==> config.mk <==
export PLATFORM = sky130hd
export DESIGN_NAME = websocket_frame_deframer_core_flat
export DESIGN_NICKNAME = d
export VERILOG_FILES = /design/src/hw/rtl/wsd_pkg.sv /design/src/hw/rtl/wsd_if.sv /design/src/hw/rtl/websocket_frame_deframer_core.sv /design/src/flat_wrapper.sv
export SDC_FILE = /design/constraint.sdc
export NUM_CORES = 1
export LEC_CHECK = 0
export BUFFER_PORTS_ARGS = -buffer_cell sky130_fd_sc_hd__buf_2
export CORE_ASPECT_RATIO = 0.8
export CORE_MARGIN = 2
export CORE_UTILIZATION = 25
export DETAILED_ROUTE_END_ITERATION = 10
export PLACE_DENSITY = 0.38
export SYNTH_ARGS = -nofsm -noshare
export SYNTH_HDL_FRONTEND = slang
export SYNTH_SLANG_ARGS = --single-unit
==> constraint.sdc <==
create_clock -name clk -period 4.1 [get_ports clk]
set_input_delay 0 -clock clk [delete_from_list [all_inputs] [get_ports clk]]
set_output_delay 0 -clock clk [all_outputs]
set_load 0.01 [all_outputs]
==> src/hw/rtl/wsd_pkg.sv <==
`default_nettype none

package wsd_pkg;

  localparam int ByteW = 8;
  localparam int LenW  = 16;
  localparam int StW   = 2;

  // Result queue depth; must hold two results of one byte plus slack.
  localparam int ResDepth = 4;

  localparam logic [StW-1:0] ST_OK    = 2'd0;
  localparam logic [StW-1:0] ST_SHORT = 2'd1;
  localparam logic [StW-1:0] ST_WIDE  = 2'd2;

  localparam logic KIND_DATA   = 1'b0;
  localparam logic KIND_STATUS = 1'b1;

  localparam logic [6:0] LEN_EXT16 = 7'd126;
  localparam logic [6:0] LEN_EXT64 = 7'd127;

  typedef struct packed {
    logic [ByteW-1:0] out_byte;
    logic             item_kind;
    logic [StW-1:0]   status_code;
    logic [LenW-1:0]  payload_length;
    logic             run_last;
  } res_t;

  function automatic res_t mk_data(logic [ByteW-1:0] b);
    res_t r;
    r                = '0;
    r.out_byte       = b;
    r.item_kind      = KIND_DATA;
    return r;
  endfunction

  function automatic res_t mk_status(logic [StW-1:0] st, logic [LenW-1:0] len);
    res_t r;
    r                = '0;
    r.item_kind      = KIND_STATUS;
    r.status_code    = st;
    r.payload_length = len;
    r.run_last       = 1'b1;
    return r;
  endfunction

endpackage

`default_nettype wire

==> src/hw/rtl/wsd_if.sv <==
`default_nettype none

interface wsd_in_if;
  logic                     valid;
  logic                     ready;
  logic [wsd_pkg::ByteW-1:0] data_byte;
  logic                     end_of_buffer;

  modport source (output valid, output data_byte, output end_of_buffer, input ready);
  modport sink   (input valid, input data_byte, input end_of_buffer, output ready);
endinterface

interface wsd_out_if;
  logic                     valid;
  logic                     ready;
  logic [wsd_pkg::ByteW-1:0] out_byte;
  logic                     item_kind;
  logic [wsd_pkg::StW-1:0]  status_code;
  logic [wsd_pkg::LenW-1:0] payload_length;
  logic                     run_last;

  modport source (output valid, output out_byte, output item_kind, output status_code,
                  output payload_length, output run_last, input ready);
  modport sink   (input valid, input out_byte, input item_kind, input status_code,
                  input payload_length, input run_last, output ready);
endinterface

`default_nettype wire

==> src/hw/rtl/websocket_frame_deframer_core.sv <==
// WebSocket frame deframer. Takes one received frame buffer a byte per request
// (end_of_buffer on its last byte), decodes the 7-bit or 16-bit payload length,
// captures the masking key and emits each payload byte unmasked, then one status
// item (ok with the length, too short, or 64-bit length unsupported) with
// run_last set. Header and trailing bytes give no data item. One byte is
// accepted per cycle; each byte is decoded in the cycle it is accepted and its
// results land in a four-entry result queue. The last payload byte gives two
// results; the queue drains one per cycle while out_bus.ready is high, and
// in_bus.ready drops only while fewer than two queue slots are free.
`default_nettype none

module websocket_frame_deframer_core (
  input  wire        clk,
  input  wire        rst_n,
  wsd_in_if.sink     in_bus,
  wsd_out_if.source  out_bus
);

  localparam logic [2:0] PH_HDR0   = 3'd0;
  localparam logic [2:0] PH_LEN    = 3'd1;
  localparam logic [2:0] PH_EXT_HI = 3'd2;
  localparam logic [2:0] PH_EXT_LO = 3'd3;
  localparam logic [2:0] PH_KEY    = 3'd4;
  localparam logic [2:0] PH_DATA   = 3'd5;
  localparam logic [2:0] PH_DRAIN  = 3'd6;

  localparam int PtrW = $clog2(wsd_pkg::ResDepth);
  localparam int CntW = PtrW + 1;

  logic [2:0]                  phase_r, phase_nxt;
  logic [wsd_pkg::LenW-1:0]    length_r, length_nxt;
  logic [wsd_pkg::LenW-1:0]    bcount_r, bcount_nxt;
  logic                        mask_en_r, mask_en_nxt;
  logic [wsd_pkg::ByteW-1:0]   key_r [4];
  logic [1:0]                  kidx_r, kidx_nxt;

  wsd_pkg::res_t               q_r [wsd_pkg::ResDepth];
  logic [PtrW-1:0]             wptr_r, rptr_r;
  logic [CntW-1:0]             cnt_r, cnt_nxt;

  logic                        acc, pop;
  logic [wsd_pkg::ByteW-1:0]   b;
  logic [wsd_pkg::LenW-1:0]    bcount_inc;
  logic                        data_push, stat_push, key_wr;
  wsd_pkg::res_t               data_res, stat_res, res0;
  logic [1:0]                  n_push;

  assign acc = in_bus.valid && in_bus.ready;
  assign pop = out_bus.valid && out_bus.ready;
  assign b   = in_bus.data_byte;
  assign bcount_inc = bcount_r + 16'd1;

  always_comb begin
    phase_nxt   = phase_r;
    length_nxt  = length_r;
    bcount_nxt  = bcount_r;
    mask_en_nxt = mask_en_r;
    kidx_nxt    = kidx_r;
    key_wr      = 1'b0;
    data_push   = 1'b0;
    stat_push   = 1'b0;
    data_res    = wsd_pkg::mk_data(b ^ (mask_en_r ? key_r[bcount_r[1:0]] : 8'h00));
    stat_res    = wsd_pkg::mk_status(wsd_pkg::ST_OK, 16'd0);
    if (acc) begin
      case (phase_r)
        PH_HDR0: begin
          bcount_nxt  = '0;
          kidx_nxt    = '0;
          length_nxt  = '0;
          mask_en_nxt = 1'b0;
          phase_nxt   = PH_LEN;
        end
        PH_LEN: begin
          mask_en_nxt = b[7];
          if (b[6:0] == wsd_pkg::LEN_EXT64) begin
            stat_push = 1'b1;
            stat_res  = wsd_pkg::mk_status(wsd_pkg::ST_WIDE, 16'd0);
            phase_nxt = PH_DRAIN;
          end else if (b[6:0] == wsd_pkg::LEN_EXT16) begin
            phase_nxt = PH_EXT_HI;
          end else begin
            length_nxt = {9'd0, b[6:0]};
            if (b[7]) begin
              phase_nxt = PH_KEY;
            end else if (b[6:0] == 7'd0) begin
              stat_push = 1'b1;
              phase_nxt = PH_DRAIN;
            end else begin
              phase_nxt = PH_DATA;
            end
          end
        end
        PH_EXT_HI: begin
          length_nxt = {b, 8'h00};
          phase_nxt  = PH_EXT_LO;
        end
        PH_EXT_LO: begin
          length_nxt = {length_r[15:8], b};
          if (mask_en_r) begin
            phase_nxt = PH_KEY;
          end else if ({length_r[15:8], b} == 16'd0) begin
            stat_push = 1'b1;
            phase_nxt = PH_DRAIN;
          end else begin
            phase_nxt = PH_DATA;
          end
        end
        PH_KEY: begin
          key_wr = 1'b1;
          if (kidx_r == 2'd3) begin
            kidx_nxt = '0;
            if (length_r == 16'd0) begin
              stat_push = 1'b1;
              phase_nxt = PH_DRAIN;
            end else begin
              phase_nxt = PH_DATA;
            end
          end else begin
            kidx_nxt = kidx_r + 2'd1;
          end
        end
        PH_DATA: begin
          data_push  = 1'b1;
          bcount_nxt = bcount_inc;
          if (bcount_inc == length_r) begin
            stat_push = 1'b1;
            stat_res  = wsd_pkg::mk_status(wsd_pkg::ST_OK, length_r);
            phase_nxt = PH_DRAIN;
          end
        end
        default: begin
          phase_nxt = PH_DRAIN;
        end
      endcase
      if (in_bus.end_of_buffer) begin
        if (phase_nxt != PH_DRAIN) begin
          stat_push = 1'b1;
          stat_res  = wsd_pkg::mk_status(wsd_pkg::ST_SHORT, 16'd0);
        end
        phase_nxt = PH_HDR0;
      end
    end
  end

  assign res0   = data_push ? data_res : stat_res;
  assign n_push = {1'b0, data_push} + {1'b0, stat_push};

  always_ff @(posedge clk) begin
    if (!rst_n) begin
      phase_r   <= PH_HDR0;
      length_r  <= '0;
      bcount_r  <= '0;
      mask_en_r <= 1'b0;
      kidx_r    <= '0;
      for (int i = 0; i < 4; i++) begin
        key_r[i] <= '0;
      end
    end else begin
      phase_r   <= phase_nxt;
      length_r  <= length_nxt;
      bcount_r  <= bcount_nxt;
      mask_en_r <= mask_en_nxt;
      kidx_r    <= kidx_nxt;
      if (key_wr) begin
        key_r[kidx_r] <= b;
      end
    end
  end

  // Result queue
  assign cnt_nxt = cnt_r + CntW'(n_push) - CntW'(pop);

  always_ff @(posedge clk) begin
    if (!rst_n) begin
      wptr_r <= '0;
      rptr_r <= '0;
      cnt_r  <= '0;
    end else begin
      wptr_r <= wptr_r + PtrW'(n_push);
      rptr_r <= rptr_r + PtrW'(pop);
      cnt_r  <= cnt_nxt;
    end
  end

  always_ff @(posedge clk) begin
    if (n_push != 2'd0) begin
      q_r[wptr_r] <= res0;
    end
    if (n_push == 2'd2) begin
      q_r[wptr_r + PtrW'(1)] <= stat_res;
    end
  end

  assign in_bus.ready           = cnt_r <= CntW'(wsd_pkg::ResDepth - 2);
  assign out_bus.valid          = cnt_r != '0;
  assign out_bus.out_byte       = q_r[rptr_r].out_byte;
  assign out_bus.item_kind      = q_r[rptr_r].item_kind;
  assign out_bus.status_code    = q_r[rptr_r].status_code;
  assign out_bus.payload_length = q_r[rptr_r].payload_length;
  assign out_bus.run_last       = q_r[rptr_r].run_last;

  a_cnt_bound: assert property (@(posedge clk) disable iff (!rst_n)
    cnt_r <= CntW'(wsd_pkg::ResDepth))
    else $error("result queue overflow");

  a_end_rearm: assert property (@(posedge clk) disable iff (!rst_n)
    acc && in_bus.end_of_buffer |=> phase_r == PH_HDR0)
    else $error("end of buffer did not rearm header");

  a_data_count: assert property (@(posedge clk) disable iff (!rst_n)
    phase_r == PH_DATA |-> bcount_r < length_r)
    else $error("payload count passed length");

  a_hdr_silent: assert property (@(posedge clk) disable iff (!rst_n)
    acc && phase_r == PH_HDR0 && !in_bus.end_of_buffer |-> n_push == 2'd0)
    else $error("result on first header byte");

endmodule

`default_nettype wire

==> src/flat_wrapper.sv <==
// flat-port wrapper written by rule: the top's interface ports become plain ports
module websocket_frame_deframer_core_flat 
  (clk, rst_n, in_bus_valid, in_bus_data_byte, in_bus_end_of_buffer, in_bus_ready, out_bus_valid, out_bus_out_byte, out_bus_item_kind, out_bus_status_code, out_bus_payload_length, out_bus_run_last, out_bus_ready);
  wsd_in_if in_bus_i ();
  wsd_out_if out_bus_i ();
  input  wire clk;
  input  wire rst_n;
  input wire logic [$bits(in_bus_i.valid)-1:0] in_bus_valid;
  input wire logic [$bits(in_bus_i.data_byte)-1:0] in_bus_data_byte;
  input wire logic [$bits(in_bus_i.end_of_buffer)-1:0] in_bus_end_of_buffer;
  output wire logic [$bits(in_bus_i.ready)-1:0] in_bus_ready;
  output wire logic [$bits(out_bus_i.valid)-1:0] out_bus_valid;
  output wire logic [$bits(out_bus_i.out_byte)-1:0] out_bus_out_byte;
  output wire logic [$bits(out_bus_i.item_kind)-1:0] out_bus_item_kind;
  output wire logic [$bits(out_bus_i.status_code)-1:0] out_bus_status_code;
  output wire logic [$bits(out_bus_i.payload_length)-1:0] out_bus_payload_length;
  output wire logic [$bits(out_bus_i.run_last)-1:0] out_bus_run_last;
  input wire logic [$bits(out_bus_i.ready)-1:0] out_bus_ready;
  assign in_bus_i.valid = in_bus_valid;
  assign in_bus_i.data_byte = in_bus_data_byte;
  assign in_bus_i.end_of_buffer = in_bus_end_of_buffer;
  assign in_bus_ready = in_bus_i.ready;
  assign out_bus_valid = out_bus_i.valid;
  assign out_bus_out_byte = out_bus_i.out_byte;
  assign out_bus_item_kind = out_bus_i.item_kind;
  assign out_bus_status_code = out_bus_i.status_code;
  assign out_bus_payload_length = out_bus_i.payload_length;
  assign out_bus_run_last = out_bus_i.run_last;
  assign out_bus_i.ready = out_bus_ready;
  websocket_frame_deframer_core u_core (.clk(clk), .rst_n(rst_n), .in_bus(in_bus_i), .out_bus(out_bus_i));
endmodule
# After elaboration in Yosys (flattened, before gate mapping)
# Memories as Yosys holds them, arrays and structs flattened. A register that Yosys moved wholly into a read port is not among the register bits.
# Index checks and enable logic that the tools add are counted.
# classes
reduce_logical	19
addsub	8
bitwise_logic	2
muxes	58
order_cmp	1
n_eq_ne	13
# ops
cell	n
28-bit two-way mux	4
16-bit one-hot mux with 4 select lines	1
28-bit one-hot mux with 2 select lines	1
16-bit logical NOT	2
16-bit two-way mux	2
16-bit one-hot mux with 2 select lines	1
1-bit two-way mux	25
3-bit two-way mux	8
19-bit two-way mux	1
3-bit one-hot mux with 6 select lines	1
17-bit two-way mux	1
16-bit by 1-bit adder with 16-bit output, second input constant	1
16-bit == test	1
2-bit two-way mux	8
8-bit two-way mux	2
7-bit == test, second input constant	2
2-bit nonzero test	4
8-bit OR reduction	1
8-bit bitwise XOR	1
7-bit logical NOT	1
3-bit by 2-bit == test with 1-bit output, second input constant	2
3-bit == test, second input constant	2
2-bit AND reduction	3
3-bit nonzero test	2
20 further kinds	24
# word_totals
word_cells	112
n_memories	2
ramBits	144
output_inout_bits	30
input_bits	13
reg_bits	45
# mem_list
memory	words	word_bits	rd	rd_clocked_by_memory_dff	wr	line_no	text
u_core.q_r	4	28	1	1	2	websocket_frame_deframer_core.sv:37	wsd_pkg::res_t q_r [wsd_pkg::ResDepth];
u_core.key_r	4	8	1	1	4	websocket_frame_deframer_core.sv:34	logic [wsd_pkg::ByteW-1:0] key_r [4];

# Longest topological paths before layout
# Gate-level depths: netlist (run 1).
# depth
ltp_word	15
depth_mapped	17
mapped_depth_nobuf	16

# Worst setup path after synthesis (run 1)
# Ideal clock, no wire load.
# synth_timing
path_type	reg2reg
startpoint	register u_core.bcount_r[0] (netlist name)
endpoint	memory u_core.q_r[0][10] (netlist name), enable pin
setup_ns	0.373
required_time_ns	3.727
arrival_ns	3.604
path_slack_ns	0.123
path_buffers	2
stages_incl_launch_ff	14
synth_period_minus_slack_ns	3.977
cell_sequence	dfxtp_1 > ha_1 > and3_1 > clkbuf_1 > nand3_1 > or3_1 > a221oi_4 > nand4_4 > o221a_2 > ha_1 > or3_1 > and2_1 > clkbuf_1 > inv_1
# synth_lines
item	line_no	text
start: declaration	websocket_frame_deframer_core.sv:32	logic [wsd_pkg::LenW-1:0] bcount_r, bcount_nxt;
start signal: assignment	websocket_frame_deframer_core.sv:161	bcount_r <= bcount_nxt;
end: declaration	websocket_frame_deframer_core.sv:37	

# Final worst setup path (run 1)
# layout_timing
startpoint	register u_core.bcount_r[0] (netlist name)
endpoint	register u_core.cnt_r[2]
# layout_between
elab_chain_cells	12
word_cells_on_any_way	14
classes_between	add/sub (4); eq/ne (2); mux (8)
# layout_rtl
item	line_no	text
16-bit by 1-bit adder with 16-bit output *	websocket_frame_deframer_core.sv:51	assign bcount_inc = bcount_r + 16'd1;
16-bit == test *	websocket_frame_deframer_core.sv:125	if (bcount_inc == length_r) begin
3-bit two-way mux	websocket_frame_deframer_core.sv:125	
3-bit one-hot mux with 6 select lines	websocket_frame_deframer_core.sv:65	case (phase_r)
3-bit two-way mux	websocket_frame_deframer_core.sv:64	if (acc) begin
3-bit != test	websocket_frame_deframer_core.sv:136	if (phase_nxt != PH_DRAIN) begin
1-bit two-way mux	websocket_frame_deframer_core.sv:136	
1-bit two-way mux *	websocket_frame_deframer_core.sv:135	if (in_bus.end_of_buffer) begin
1-bit two-way mux *	websocket_frame_deframer_core.sv:64	
1-bit by 1-bit adder with 2-bit output *	websocket_frame_deframer_core.sv:146	assign n_push = {1'b0, data_push} + {1'b0, stat_push};
3-bit by 2-bit adder with 3-bit output *	websocket_frame_deframer_core.sv:171	assign cnt_nxt = cnt_r + CntW'(n_push) - CntW'(pop);
3-bit by 1-bit subtractor with 3-bit output *	websocket_frame_deframer_core.sv:171	
end signal: assignment	websocket_frame_deframer_core.sv:181	cnt_r <= cnt_nxt;
end: declaration	websocket_frame_deframer_core.sv:39	logic [CntW-1:0] cnt_r, cnt_nxt;
# Every way passes the cells marked *; elsewhere a longest branch is shown, timed or not. The select of a mux whose other input is x is not followed.
# A chain may end at the register's enable or synchronous reset.

==> results of run 1 <==
==> sequential cells by signal (all words and copies together), names as in the netlist, named ones only <==
register          cells
u_core.wptr_r         2
u_core.key_r         32
u_core.phase_r        3
u_core.rptr_r         2
u_core.mask_en_r      1
u_core.q_r          108
u_core.bcount_r      16
u_core.kidx_r         2
u_core.cnt_r          3
u_core.length_r      16
==> logic make-up (layout without fill, tap and decap cells) <==
family	after synthesis	after routing	share of synthesized area
flip-flops	187	187	0.531
multiplexers	36	36	0.0885
AO/OA/AOI/OAI	129	129	0.0880
XOR/XNOR	32	32	0.0311
adder cells (fa/ha/maj)	10	10	0.0147
buffers and inverters	71	142	0.0319
AND/OR/NAND/NOR	358	358	0.215
==> cells in the final DEF (no fill, tap or decap), types with 5 or more instances in the layout <==
cell           Yosys  final
edfxtp_1         104    104
and2_1           100    100
nand2_1           84     84
dfxtp_1           83     82
nor2_1            59     59
o21ai_0           53     53
buf_2              5     42
buf_4              2     39
mux4_2            35     35
a21oi_1           34     34
nand3_1           25     25
xnor2_1           24     24
nor3_1            18     18
inv_1             17     17
clkbuf_16          0     17
nand2b_1          15     15
nand4_1           11     11
dlygate4sd3_1      0     10
a22oi_1            9      9
xor2_1             8      8
ha_1               9      8
and2_2             6      6
or3_1              5      5
inv_8              0      5
==> power by group <==
group          total [mW]  switching, mW  internal (mW)
Clock                1.67          0.850          0.824
Combinational       0.765          0.416          0.349
Sequential           2.16         0.0968           2.07
==> routing by layer <==
layer	routed length (um)	track usage
met5	0	0
met4	240	0.0325
met3	854	0.0267
met2	11000	0.205
met1	12800	0.199
==> critical path, cell delays in order (launching register included) <==
cell,delay [ns]
dfxtp_1,0.45
nand4_1,0.22
or4_1,0.49
or3_1,0.36
a2111oi_1,0.44
nand4_1,0.16
nand4_1,0.18
o221ai_1,0.14
ha_1,0.22
inv_1,0.08
ha_1,0.12
inv_1,0.05
fa_1,0.42
xor2_1,0.19
xnor2_1,0.13
nor2_1,0.06
==> stage by stage <==
step	instances	instance area, um2	hold slack (ns)	worst slack [ns]	power, mW
3_3_place_gp	1329	9900	0.384	0.105	2.99
2_1_floorplan	823	9020	0.179	0.123	2.70
5_1_grt	1374	10600	0.0619	0.00973	4.82
6_report	1374	10600	0.0489	0.262	4.60
4_1_cts	1371	10600	0.0389	0.134	4.68
3_5_place_dp	1329	9900	0.390	0.145	2.98
==> area by class of cell <==
type | instances | area share
Sequential cell | 187 | 0.450
Clock buffer | 17 | 0.0400
Multi-Input combinational cell | 565 | 0.371
Clock inverter | 15 | 0.0162
Inverter | 17 | 0.00599
Timing Repair Buffer | 93 | 0.0604
Tap cell | 480 | 0.0564
==> repair_timing <==
item                                    4_1_cts  5_1_grt
endpoints found under the setup margin        0       83
endpoints found under the hold margin        13        0
buffers inserted                              0        3
hold buffers                                 10        0
resized for setup                             0        3
==> how the worst min path moves through the flow <==
stage,to,from,depth (start not counted)
after CTS,u_core.rptr_r[0],out_bus_ready,4
after global routing,u_core.rptr_r[0],out_bus_ready,4
after detailed placement,u_core.phase_r[1],in_bus_end_of_buffer,3
after floorplan,u_core.phase_r[0],in_bus_end_of_buffer,3
final,u_core.rptr_r[0],out_bus_ready,4
after global placement,u_core.phase_r[1],in_bus_end_of_buffer,3
==> flow_summary.yaml, run 1 <==
run_status:
  outcome: "completed"
detailed_routing:
  routed_wirelength_um: 24900
  wl_per_cell_um: 18.1
  drtIter0Drc: 431
  vias: 6199
  drc_errors: 0
  drt-vias-per-instance: 4.51
  antenna_left: 0
  dr.pass1.iters: 4
global_route:
  grt_pass1_wl_um: 38800
  grt_start_max_net_pins: 39
  overflow: 0
  antenna_found_initial: 0
  grt_pass1_vias: 6245
  grt_use_total: 0.136
worst_setup_path:
  critPathRequiredTime_ns: 4.42
  start_kind: "flop"
  path_max_fanout: 7
  critical_path_class: "reg -> reg"
  critPathLaunch: "u_core.bcount_r[0]"
  cp-end-kind: "flop"
  r2r-end: "u_core.cnt_r[2]"
  reg2reg_from: "u_core.bcount_r[0]"
  crit_end: "u_core.cnt_r[2]"
  r2r_slack_ns: 0.26
  r2r_cells: 15
  arrival_ns: 4.16
layout:
  fin_util: 0.298
  nets: 904
  diodes: 0
  fillCellCount: 3739
  drive_gt1_frac: 0.194
  area_growth_pct: 18.1
  multi_input_area_mm2: 0.00395
  seqCellArea_mm2: 0.00479
synthesis:
  synth-edff-count: 104
  post_synth_main_area_contributors: "edfxtp_1, dfxtp_1, mux4_2"
  ys.flop_type: "edfxtp_1"
  synthesis.nets: 846
  synth_top_area_frac: 0.346
  synth_common_cells: "edfxtp_1, and2_1, nand2_1"
  synth.cell_area_mm2: 0.00902
  avgSynthCellArea_um2: 11.0
  synth_top_area_cell: "edfxtp_1"
  synthMostInstantiatedCell: "edfxtp_1"
  yosysSeqAreaShare: 0.531
  synth_cell_type_count: 67
  postSynthRegisterBits: 187
  synthArstFlopShare: 0
  ys_warn_count: 0
  synth_cells: 823
timing:
  setup-tns-final_ns: 0
  maxSlewViolCount: 0
  fin_crit_sh: 0.936
  tightest_slew_ns: 0.977
  max_slew_margin: 0.349
  fmax_ghz: 0.261
  fin_crit_ns: 3.84
  rsz0062_at_grt: "no"
  hold_viol_final: 0
  skew_ns: 0.0175
  finalSetupViolations: 0
placement:
  port_buffers: 42
  dp.final_hpwl_um: 17100
  gp_congestion: 0.788
floorplanning:
  rows: 62
  start_util: 0.253
  die_x_um: 216
  die_h_um: 174
  pin_count: 43
  coreArea_mm2: 0.0357
  die-area_mm2: 0.0376
clock_tree:
  clk_pin_slew_ns: 0.07
  cts_root_buf: "clkbuf_16"
  clkLatencyLatePin_ns: 0.45
  cts_tree: "built"
  cts_buffer_depth: 2
  clock-sinks: 187
  cts_buffers: 17
  htreeDepth: 4
hold_path:
  hp-class: "in -> reg"
pwr:
  leakage_nw: 3.79
  power_density_mw_per_mm2: 432
  vdd_drop_max_v: 0.000230
flow_run:
  max_cap_viol_count: 0
Note: power is estimated with default switching activity, not from simulation.
==> run 2: changes to the inputs <==
Settings changed: CORE_UTILIZATION 25 to 24, PLACE_DENSITY 0.38 to 0.35.
Clock period 4.1 ns to 4.3 ns, I/O delays scaled along.
==> run 2 against run 1 <==
Compared with the run above: sequential share of layout area grew 0.23 points; die area grew 4.1%; cell count is essentially flat; combinational power shrank 2%; hold slack lost 0.038 ns; global-route usage grew 0.29 points; first-iteration DRC count grew 12%; sequential power shrank 5%; non-clock buffer count shrank 8; clock skew shrank 0.0014 ns; critical path depth is the same.
==> flow_summary.yaml, run 2 (same netlist as run 1, synthesis figures left out) <==
layout:
  drive_gt1_frac: 0.188
  final_cells: 1373
  largestRegisters: "u_core.q_r x108, u_core.key_r x32"
  largest_reg_flops: 108
  fin_util: 0.286
  final_common_cell: "edfxtp_1"
  diodes: 0
  final_cell_area_mm2: 0.0106
  max_flop_register: "u_core.q_r"
  final_cell_mix: "edfxtp_1, and2_1, nand2_1"
  nets: 896
  area_growth_pct: 17.5
floorplanning:
  start_util: 0.243
  pin_count: 43
  die_h_um: 177
  die_x_um: 221
  coreArea_mm2: 0.0370
  rows: 63
  die-area_mm2: 0.0391
placement:
  placedCellCount: 1332
  gp_congestion: 0.759
  dp.final_hpwl_um: 17900
  dpl_cell_area_mm2: 0.00988
  port_buffers: 42
  place_ws_ns: 0.248
timing:
  fin_crit_ns: 4.00
  maxSlewViolCount: 0
  rsz0062_at_grt: "no"
  fmax_ghz: 0.250
  fin_crit_sh: 0.931
  tightest_slew_ns: 0.974
  finalSetupViolations: 0
  skew_ns: 0.0161
  max_slew_margin: 0.350
  setup_ws_ns: 0.297
  setup-tns-final_ns: 0
  whs_ns: 0.0106
  hold_viol_final: 0
worst_setup_path:
  critical_path_class: "reg -> reg"
  r2r_slack_ns: 0.30
  r2r_cells: 15
  reg2reg_from: "u_core.bcount_r[9]"
  critPathRequiredTime_ns: 4.62
  cp-end-kind: "flop"
  arrival_ns: 4.32
  start_kind: "flop"
  path_max_fanout: 7
  r2r-end: "u_core.cnt_r[2]"
clock_tree:
  clkLatencyLatePin_ns: 0.44
  cts_root_buf: "clkbuf_16"
  cts_tree: "built"
  cts_buffer_depth: 2
  cts_buffers: 17
  clk_pin_slew_ns: 0.08
  clock-sinks: 187
  htreeDepth: 4
global_route:
  grt_pass1_wl_um: 40200
  antenna_found_initial: 0
  overflow: 0
  grt_start_max_net_pins: 39
  grt_use_total: 0.139
  grt_pass1_vias: 6344
detailed_routing:
  routed_wirelength_um: 25900
  antenna_left: 0
  wl_per_cell_um: 18.9
  dr.pass1.iters: 4
  vias: 6220
  drt-vias-per-instance: 4.53
  drtIter0Drc: 483
  drc_errors: 0
flow_run:
  max_cap_viol_count: 0
pwr:
  leakage_nw: 3.74
  power_density_mw_per_mm2: 416
  vdd_drop_max_v: 0.000199
  power.total_mw: 4.41
  switchingPower_mw: 1.32
  comb_power_share: 0.170
  seqPwrFrac: 0.465
  intPower_mw: 3.09
  clkPwrFrac: 0.365
  power_switching_share: 0.299
hold_path:
  hp-class: "in -> reg"
  min_to: "u_core.bcount_r[10]"
  worstHoldStart: "rst_n"
  min_path_cells: 3
run_status:
  outcome: "completed"
## run 2: changes by cell type in the layout (fill, tap and decap cells not counted), moves of 2 or more
cell	previous run	this run
clkinv_4	3	1
inv_6	2	4
inv_8	5	3
buf_4	39	33
dlygate4sd3_1	10	7
## run 2: how the worst max path moves through the flow
| stage | start | slack [ns] | cells past startpoint | endpoint |
|---|---|---|---|---|
| 2_1_floorplan | u_core.bcount_r[0] | 0.32 | 13 | u_core.q_r[0][10] |
| 6_report | u_core.bcount_r[9] | 0.30 | 15 | u_core.cnt_r[2] |
| 5_1_grt | u_core.bcount_r[0] | 0.02 | 16 | u_core.cnt_r[2] |
| 3_5_place_dp | u_core.bcount_r[9] | 0.25 | 15 | u_core.cnt_r[2] |
| 4_1_cts | u_core.bcount_r[9] | 0.25 | 15 | u_core.cnt_r[2] |
| 3_3_place_gp | u_core.bcount_r[5] | 0.33 | 15 | u_core.cnt_r[2] |
## run 2: power by group through the flow
stage	Sequential, mW	Combinational [mW]	Clock [mW]
2_1_floorplan	2.04	0.539	0
3_3_place_gp	2.10	0.773	0
3_5_place_dp	2.09	0.768	0
4_1_cts	2.05	0.774	1.65
5_1_grt	2.06	0.825	1.73
6_report	2.05	0.751	1.61
## run 2: layer usage
layer / vias up / GRT usage / wire (um)
met5: - / 0 / 0
met3: 10 / 0.0225 / 581
met2: 79 / 0.210 / 11400
met1: 3081 / 0.207 / 13700
met4: 0 / 0.0300 / 169
li1: 3050 / - / -
## run 2: layout make-up
class | instances | area [um2]
clock inverter | 15 | 168
tap | 487 | 609
timing repair buffer | 85 | 588
inverter | 17 | 67.6
clock buffer | 17 | 425
multi-input combinational | 565 | 3950
sequential | 187 | 4790
fill | 3851 | 26500
## run 2: worst max-delay path, cell delays in order, from the launching register on
cell and delay (ns):
dfxtp_1 0.48, nand4_2 0.19, or4_1 0.58, or3_1 0.37, a2111oi_0 0.46, nand4_1 0.18
nand4_1 0.19, o221ai_1 0.16, ha_2 0.25, inv_1 0.08, ha_1 0.12, inv_1 0.05
fa_1 0.42, xor2_1 0.19, xnor2_1 0.13, nor2_1 0.05
## run 2: repair_timing
action,4_1_cts,5_1_grt
buffers inserted,0,2
endpoints found under the hold margin,8,0
gates resized for setup,0,2
setup endpoints to repair,0,47
hold buffers,7,0
==> run 3: changes to the inputs <==
Settings changed: PLACE_DENSITY 0.35 to not set.
Clock period 4.3 ns to 3.5 ns, I/O delays scaled along.
==> run 3 against run 2 <==
Compared with the run above: power up 27%; first-iteration DRC count increased by 2.9%; combinational power increased by 37%; cell count rose by 3.6%; largest cell class unchanged; highest routed layer is now met5.
==> flow_summary.yaml, run 3 (same netlist as run 1, synthesis figures left out) <==
global_route:
  antenna_found_initial: 2
  grt_pass1_vias: 6356
  grt_use_total: 0.122
  grt_pass1_wl_um: 36300
  grt_start_max_net_pins: 39
  overflow: 0
layout:
  final_common_cell: "edfxtp_1"
  largest_reg_flops: 108
  final_cell_mix: "edfxtp_1, and2_1, nand2_1"
  fin_util: 0.306
  largestRegisters: "u_core.q_r x108, u_core.key_r x32"
  nets: 945
  area_growth_pct: 25.7
  max_flop_register: "u_core.q_r"
  drive_gt1_frac: 0.273
  final_cell_area_mm2: 0.0113
floorplanning:
  coreArea_mm2: 0.0370
  die_h_um: 177
  pin_count: 43
  rows: 63
  die-area_mm2: 0.0391
  start_util: 0.243
  die_x_um: 221
timing:
  skew_ns: 0.0184
  fmax_ghz: 0.287
  fin_crit_sh: 0.994
  tightest_slew_ns: 0.997
  hold_viol_final: 0
  fin_crit_ns: 3.48
  maxSlewViolCount: 0
  rsz0062_at_grt: "yes"
  finalSetupViolations: 0
  whs_ns: 0.0650
  max_slew_margin: 0.334
  setup_ws_ns: 0.0205
hold_path:
  worstHoldStart: "out_bus_ready"
  min_to: "u_core.rptr_r[0]"
  hp-class: "in -> reg"
  min_path_cells: 4
clock_tree:
  cts_buffer_depth: 2
  clock-sinks: 187
  cts_root_buf: "clkbuf_16"
  cts_tree: "built"
  clkLatencyLatePin_ns: 0.45
  clk_pin_slew_ns: 0.09
  cts_buffers: 17
  htreeDepth: 4
worst_setup_path:
  r2r_slack_ns: 0.02
  reg2reg_from: "u_core.bcount_r[5]"
  start_kind: "flop"
  critical_path_class: "reg -> reg"
  r2r-end: "u_core.q_r[1][13]"
  critPathRequiredTime_ns: 3.71
  r2r_cells: 15
  cp-end-kind: "flop"
  arrival_ns: 3.69
  path_max_fanout: 9
pwr:
  switchingPower_mw: 1.70
  vdd_drop_max_v: 0.000406
  intPower_mw: 3.91
  power_density_mw_per_mm2: 495
  power_switching_share: 0.303
  comb_power_share: 0.183
  power.total_mw: 5.61
  clkPwrFrac: 0.371
  leakage_nw: 4.03
  seqPwrFrac: 0.446
detailed_routing:
  wl_per_cell_um: 16.3
  antenna_left: 0
  dr.pass1.iters: 5
  routed_wirelength_um: 23300
  vias: 6483
  drt-vias-per-instance: 4.56
  drc_errors: 0
  drtIter0Drc: 497
run_status:
  outcome: "completed"
flow_run:
  max_cap_viol_count: 0
placement:
  gp_congestion: 0.855
  port_buffers: 42
  dpl_cell_area_mm2: 0.0103
  dp.final_hpwl_um: 16200
  place_ws_ns: -0.134
==> run 3: cell count changes in the layout (fill, tap and decap cells not counted), sizes merged <==
cell and delta:
dlygate4sd3 +3, buf +44, clkbuf +2, clkinvlp +1, inv +1, diode +1
clkinv -2
==> run 3: layer usage <==
metal | part of all wire | track usage | vias to the layer above
li1 | - | - | 3157
met2 | 0.45 | 0.187 | 132
met4 | 0.0090 | 0.0308 | 2
met1 | 0.50 | 0.173 | 3172
met3 | 0.041 | 0.0266 | 20
met5 | 0.00056 | 0 | -
==> run 3: per-stage QoR <==
step | TNS, ns | cells
4_1_cts | 0 | 1414
3_5_place_dp | -10.09 | 1370
2_1_floorplan | -0.0759 | 823
3_3_place_gp | -2.81 | 1370
5_1_grt | -3.74 | 1423
6_report | 0 | 1423
==> run 3: layout make-up <==
class                   instances  area (um2)
inverters                      17        77.6
fillers                      3792       25700
clock inverters                15         221
well taps                     487         609
flip-flops and latches        187        4800
multi-input cells             565        4150
diodes                          1        2.50
repair buffers                134        1040
clock buffers                  17         425
==> run 3: worst max path at each step <==
stage | start | end | slack [ns] | cells after the start
after global routing | u_core.bcount_r[5] | u_core.q_r[1][13] | -0.11 | 15
final | u_core.bcount_r[5] | u_core.q_r[1][13] | 0.02 | 15
after global placement | u_core.bcount_r[13] | u_core.cnt_r[2] | -0.10 | 13
after CTS | u_core.bcount_r[13] | u_core.cnt_r[2] | 0.007 | 13
after detailed placement | u_core.bcount_r[4] | u_core.cnt_r[2] | -0.13 | 13
after floorplan | u_core.bcount_r[5] | u_core.cnt_r[2] | -0.02 | 13
==> run 3: power groups by stage <==
stage / combinational [mW] / clock [mW] / sequential (mW)
finish: 1.03 / 2.08 / 2.50
global route: 1.14 / 2.19 / 2.52
CTS: 1.00 / 2.11 / 2.51
detailed placement: 0.991 / 0 / 2.56
global placement: 0.992 / 0 / 2.55
floorplan: 0.686 / 0 / 2.50
==> run 3: what timing repair did <==
item,4_1_cts,5_1_grt
setup endpoints to repair,134,178
resized for setup,6,20
hold buffers,10,0
gates cloned,0,2
pin swaps,3,9
endpoints found under the hold margin,18,0
setup buffers,2,7
==> run 3: critical path: stages (launching register included) <==
cell	delay (ns)
dfxtp_2	0.34
nand3_2	0.08
or4_4	0.55
or3_4	0.36
a2111oi_4	0.31
nand4_1	0.15
nand4_1	0.15
buf_4	0.15
o221ai_4	0.09
ha_4	0.19
buf_6	0.12
nor2_4	0.08
a21oi_2	0.05
nand2b_1	0.16
clkinvlp_4	0.22
clkbuf_16	0.23
